[src/sqbvg_pkg.sv]
// Package for the sprite quad batch vertex generator.
// Holds state enum, sine table, shared constants and control structs. No dependencies.
`default_nettype none
package sqbvg_pkg;

    localparam int MAX_QUADS_DEF     = 16384;
    localparam int TEXTURE_SLOTS_DEF = 32;

    localparam logic [1:0] REG_U_LEFT   = 2'd0;
    localparam logic [1:0] REG_U_RIGHT  = 2'd1;
    localparam logic [1:0] REG_V_BOTTOM = 2'd2;
    localparam logic [1:0] REG_V_TOP    = 2'd3;

    localparam logic KIND_VERTEX = 1'b0;
    localparam logic KIND_FLUSH  = 1'b1;

    localparam logic CMD_DRAW = 1'b0;
    localparam logic CMD_END  = 1'b1;

    typedef enum logic [3:0] {
        ST_IDLE,
        ST_PREFLUSH,
        ST_SEARCH,
        ST_SLOTFLUSH,
        ST_TRIG,
        ST_MUL,
        ST_SUM,
        ST_EMIT,
        ST_ENDFLUSH
    } state_t;

    // controller -> datapath
    typedef struct packed {
        logic load;        // capture input item
        logic search_step; // compare one slot table entry
        logic search_init;
        logic new_slot;    // allocate slot for current id
        logic trig;        // sine/cos lookup
        logic mul;         // products for current corner
        logic sum;         // round, add, saturate
        logic emit_vert;   // load output register with vertex
        logic emit_flush;  // load output register with flush record
        logic last;
        logic reset_batch;
        logic next_corner;
        logic count_quad;
    } ctrl_t;

    // datapath -> controller
    typedef struct packed {
        logic is_end;
        logic textured;
        logic batch_full;
        logic batch_empty;
        logic search_done;
        logic found;
        logic slots_full;
        logic corner_last;
        logic out_busy;
    } stat_t;

    function automatic logic [15:0] qsine(input logic [5:0] k);
        logic [15:0] r;
        case (k)
            6'd0:  r = 16'd0;     6'd1:  r = 16'd1608;  6'd2:  r = 16'd3212;
            6'd3:  r = 16'd4808;  6'd4:  r = 16'd6393;  6'd5:  r = 16'd7962;
            6'd6:  r = 16'd9512;  6'd7:  r = 16'd11039; 6'd8:  r = 16'd12540;
            6'd9:  r = 16'd14010; 6'd10: r = 16'd15447; 6'd11: r = 16'd16846;
            6'd12: r = 16'd18205; 6'd13: r = 16'd19520; 6'd14: r = 16'd20788;
            6'd15: r = 16'd22006; 6'd16: r = 16'd23170; 6'd17: r = 16'd24279;
            6'd18: r = 16'd25330; 6'd19: r = 16'd26320; 6'd20: r = 16'd27246;
            6'd21: r = 16'd28106; 6'd22: r = 16'd28899; 6'd23: r = 16'd29622;
            6'd24: r = 16'd30274; 6'd25: r = 16'd30853; 6'd26: r = 16'd31357;
            6'd27: r = 16'd31786; 6'd28: r = 16'd32138; 6'd29: r = 16'd32413;
            6'd30: r = 16'd32610; 6'd31: r = 16'd32729;
            default: r = 16'd32768;
        endcase
        return r;
    endfunction

    // Q1.15 sine, 17-bit signed, of an angle in 1/65536 turn
    function automatic logic signed [16:0] sine_q15(input logic [15:0] a);
        logic [14:0] pos;
        logic [5:0]  idx;
        logic [8:0]  frac;
        logic [15:0] lo;
        logic [15:0] d;
        logic [25:0] p;
        logic [16:0] v;
        pos = a[14] ? (15'd16384 - {1'b0, a[13:0]}) : {1'b0, a[13:0]};
        idx = pos[14:9];
        frac = pos[8:0];
        lo = qsine(idx);
        d = qsine(idx + 6'd1) - lo;
        p = {10'd0, d} * {17'd0, frac} + 26'd256;
        v = (idx >= 6'd32) ? 17'd32768 : ({1'b0, lo} + p[25:9]);
        return a[15] ? -$signed(v) : $signed(v);
    endfunction

endpackage
`default_nettype wire

[src/sqbvg_ctrl.sv]
// Controller state machine for the sprite quad batch vertex generator.
// Depends on sqbvg_pkg.
`default_nettype none
module sqbvg_ctrl
    import sqbvg_pkg::*;
(
    input  wire logic  clk,
    input  wire logic  rst_n,
    input  wire logic  in_fire,
    output logic       busy,
    input  wire stat_t stat,
    output ctrl_t      ctrl
);

    state_t state_reg, state_next;

    always_ff @(posedge clk or negedge rst_n)
    begin
        if (!rst_n)
            state_reg <= ST_IDLE;
        else
            state_reg <= state_next;
    end

    assign busy = (state_reg != ST_IDLE);

    always_comb
    begin
        state_next = state_reg;
        case (state_reg)
            ST_IDLE:
                if (in_fire)
                    state_next = ST_PREFLUSH;
            ST_PREFLUSH:
                if (stat.is_end)
                begin
                    if (!stat.out_busy)
                        state_next = ST_IDLE;
                end
                else if (!(stat.batch_full && !stat.batch_empty && stat.out_busy))
                    state_next = stat.textured ? ST_SEARCH : ST_TRIG;
            ST_SEARCH:
                if (stat.search_done)
                    state_next = (stat.found || !stat.slots_full) ? ST_TRIG : ST_SLOTFLUSH;
            ST_SLOTFLUSH:
                if (stat.batch_empty || !stat.out_busy)
                    state_next = ST_TRIG;
            ST_TRIG:
                state_next = ST_MUL;
            ST_MUL:
                state_next = ST_SUM;
            ST_SUM:
                state_next = ST_EMIT;
            ST_EMIT:
                if (!stat.out_busy)
                    state_next = stat.corner_last ? ST_IDLE : ST_MUL;
            default:
                state_next = ST_IDLE;
        endcase
    end

    always_comb
    begin
        ctrl = '0;
        case (state_reg)
            ST_IDLE:
                ctrl.load = in_fire;
            ST_PREFLUSH:
                if (stat.is_end)
                begin
                    if (!stat.out_busy)
                    begin
                        ctrl.emit_flush  = !stat.batch_empty;
                        ctrl.last        = 1'b1;
                        ctrl.reset_batch = 1'b1;
                    end
                end
                else if (stat.batch_full)
                begin
                    if (stat.batch_empty || !stat.out_busy)
                    begin
                        ctrl.emit_flush  = !stat.batch_empty;
                        ctrl.reset_batch = 1'b1;
                        ctrl.search_init = 1'b1;
                    end
                end
                else
                    ctrl.search_init = 1'b1;
            ST_SEARCH:
                if (!stat.search_done)
                    ctrl.search_step = 1'b1;
                else if (!stat.found && !stat.slots_full)
                    ctrl.new_slot = 1'b1;
            ST_SLOTFLUSH:
                if (stat.batch_empty || !stat.out_busy)
                begin
                    ctrl.emit_flush  = !stat.batch_empty;
                    ctrl.reset_batch = 1'b1;
                    ctrl.new_slot    = 1'b1;
                end
            ST_TRIG:
                ctrl.trig = 1'b1;
            ST_MUL:
                ctrl.mul = 1'b1;
            ST_SUM:
                ctrl.sum = 1'b1;
            ST_EMIT:
                if (!stat.out_busy)
                begin
                    ctrl.emit_vert   = 1'b1;
                    ctrl.last        = stat.corner_last;
                    ctrl.next_corner = 1'b1;
                    ctrl.count_quad  = stat.corner_last;
                end
            default: ;
        endcase
    end

endmodule
`default_nettype wire

[config.mk]
export PLATFORM = sky130hd
export DESIGN_NAME = sqbvg_ctrl
export DESIGN_NICKNAME = d
export VERILOG_FILES = /design/src/sqbvg_pkg.sv /design/src/sqbvg_ctrl.sv
export SDC_FILE = /design/constraint.sdc
export NUM_CORES = 1
export LEC_CHECK = 0
export BUFFER_PORTS_ARGS = -buffer_cell sky130_fd_sc_hd__buf_2
export CORE_AREA = 2 2 39 41
export DETAILED_ROUTE_END_ITERATION = 6
export DIE_AREA = 0 0 41 43
export GPL_TIMING_DRIVEN = 1
export PLACE_DENSITY_LB_ADDON = 0.25
export SLEW_MARGIN = 40
export SYNTH_ARGS = -nofsm -noshare
export SYNTH_HDL_FRONTEND = slang
export SYNTH_SLANG_ARGS = --single-unit
[constraint.sdc]
create_clock -name clk -period 4 [get_ports clk]
set_input_delay 0.8 -clock clk [delete_from_list [all_inputs] [get_ports clk]]
set_output_delay 0.8 -clock clk [all_outputs]
set_load 0.05 [all_outputs]
==> results.sh <==
export IMPL_clkSinkCount=3
export IMPL_post_dp_hpwl_um=806.5
export IMPL_report_final_slew_viol_count=0
export IMPL_yosys_area_share_simple_pct=39.48
export IMPL_critPathKind="flop to primary output"
export IMPL_crit_path_max_fanout=18
export IMPL_grt_first_pass_wirelength_um=1731
export IMPL_largest_reg_flops=3
export IMPL_wl_met3_um=49
export IMPL_clk_latency_ns=0.23
export IMPL_syn_area_sq_um=434.2
export IMPL_fp_dieW_um=41
export IMPL_synth_async_reset_ratio_pct=100.0
export IMPL_layout_cells_most_common_list="25 x buf_2, 6 x nand2_1, 5 x nor3_1, 5 x nor2_1"
export IMPL_cp_arrival_ns=1.76
export IMPL_status="finished, final reports clean"
export IMPL_dp_slack_ns=1.456
export IMPL_clk_transition_reported_paths_ns=0.04
export IMPL_setup_slack_ns=1.438
export IMPL_seqCellArea_sq_um=75.07
export IMPL_cts_setup_buffers=0
export IMPL_synth_adder_area_share_pct=0
export IMPL_vias=517
export IMPL_power_total_uw=453.6
export IMPL_fmax_mhz=390.3
export IMPL_tns_ns=0
export IMPL_cts_buffers=3
export IMPL_synth_cell_types=33
export IMPL_final_min_clock_period_ns=2.562
export IMPL_layout_commonest_cell="buf_2"
export IMPL_dr_pass1_iters=4
export IMPL_start_util_pct=31.37
export IMPL_r2r_slack_ns=2.41
export IMPL_ff2ff_path_depth=4
export IMPL_synth_top_family_by_area="simple AND/OR/NAND/NOR gates"
export IMPL_power_density_nw_per_um2=798.5
export IMPL_cts_hold_buf=0
export IMPL_dr_first_iter_drc_count=15
export IMPL_ir_drop_mv=0.2674
export IMPL_synth_edff_count=0
export IMPL_required_ns=3.20
export IMPL_grt_usage_pct=13.94
export IMPL_wl_per_cell_um=10.35
export IMPL_die_y_um=43
export IMPL_diodes=0
export IMPL_routed_top_layer="met4"
export IMPL_routed_via_density=5.119
export IMPL_htree_levels=1
export IMPL_synthCells=62
export IMPL_synth_compound_area_share_pct=31.12
export IMPL_core_area_sq_um=1384
export IMPL_io_buffers=25
export IMPL_drive_above_1_share_pct=37.65
export IMPL_place_gp_congestion=0.7456
export IMPL_rsz0062_at_grt="false"
export IMPL_ctsLongestPathBuffers=2
export IMPL_met1_length_um=491
export IMPL_num_io_pins=26
export IMPL_synthMuxAreaShare_pct=0
export IMPL_grt_max_degree=19
export IMPL_first_global_vias=434
export IMPL_reg2reg_to="state_reg[0]"
export IMPL_wl_met2_um=489
export IMPL_final_nets=98
export IMPL_finalHoldViolations=0
export IMPL_fin_crit_sh_pct=64.06
export IMPL_synthFlopType="dfrtp_1"
export IMPL_drc=0
export IMPL_antenna_found_initial=0
export IMPL_cts_tree="done"
export IMPL_cap_violations=0
export IMPL_root_buffer="clkbuf_4"
export IMPL_syn_avg_cell_area_sq_um=7.003
export IMPL_fill_cells=159
export IMPL_r2r_start="state_reg[0]"
export IMPL_worst_pin_slew_ns=0.5049
export IMPL_finalSetupViolCount=0
export IMPL_synth_xor_area_share_pct=0
export IMPL_synth_seq_cells=3
export IMPL_multiInputGateArea_sq_um=306.5
export IMPL_areaGrowthSynthToFinish_pct=30.84
export IMPL_synth_nets=74
export IMPL_routed_wl_um=1045
export IMPL_detail_route_antenna_nets=0
export IMPL_gr_total_overflow=0
export IMPL_leakage_nw=0.2964
export IMPL_num_rows=14
export IMPL_dieArea_sq_um=1763
export IMPL_skew_ns=0.004226
export IMPL_synth_warnings=0
export IMPL_maxSlewHeadroom_pct=66.34
export IMPL_utilization_pct=41.05
export IMPL_hold_path_class="input pin to asynchronous set/reset pin"
export IMPL_cts_resized=0
export IMPL_yosysSeqAreaShare_pct=17.29
export IMPL_cp_start_kind="flop"
export IMPL_cp_end_kind="primary output"
-- cells by family (layout without fill, tap and decap cells) --
group	count (synthesis)	count (layout)
buffers and inverters	10	33
flip-flops	3	3
AO/OA/AOI/OAI	18	18
AND/OR/NAND/NOR	31	31
-- per-stage QoR --
step	cells	cell area, sq um	hold slack, ns
after floorplan	62	434.2	0.5044
after global placement	97	541.8	0.5956
after detailed placement	97	541.8	0.5965
after CTS	101	568.0	0.3436
after global routing	101	568.0	0.3463
final	101	568.0	0.3482
-- routing by layer --
layer | vias up | track usage (%)
met2 | 14 | 20.94
met5 | - | 0
met1 | 227 | 18.27
met3 | 2 | 1.571
met4 | 0 | 8.000
li1 | 274 | -
-- worst max path at each step --
stage               depth (start not counted)  slack, ns         start      end
floorplan                                   4       0.02       stat[0]  ctrl[3]
global placement                            5       1.50       stat[0]  ctrl[3]
detailed placement                          5       1.46       stat[0]  ctrl[3]
CTS                                         5       1.44  state_reg[0]  ctrl[3]
global route                                5       1.31  state_reg[0]  ctrl[3]
finish                                      5       1.44  state_reg[0]  ctrl[3]
-- critical path: stages, from the launching register on --
cell	delay, ns
dfrtp_1	0.65
nand2_1	0.13
nor3_1	0.22
and2_1	0.18
or2_1	0.10
buf_2	0.25
-- layout make-up --
cell class | instances | area share, %
tap | 16 | 3.524
inverter | 4 | 2.643
timing repair buffer | 25 | 22.03
multi-input combinational | 49 | 53.96
clock buffer | 4 | 4.626
sequential | 3 | 13.22
-- power breakdown --
group | internal (mW) | leakage [nW] | switching [mW]
logic | 0.0970 | 0.246 | 0.204
registers | 0.0458 | 0.0352 | 0.0529
clock network | 0.0374 | 0.0150 | 0.0162
-- synth_stat cells, types with 2 or more instances --
cell type	number	share of area, %
o21ai_0	3	3.5
and2_1	2	2.9
nor2_1	5	4.3
nand2_1	6	5.2
a31oi_1	3	4.3
nor3_1	5	5.8
nor2b_1	3	4.3
buf_2	3	3.5
dfrtp_1	3	17
inv_1	3	2.6
nand2b_1	2	2.9
o31ai_1	2	3.5
nor3b_1	2	3.5
Note: power is estimated with default switching activity, not from simulation.
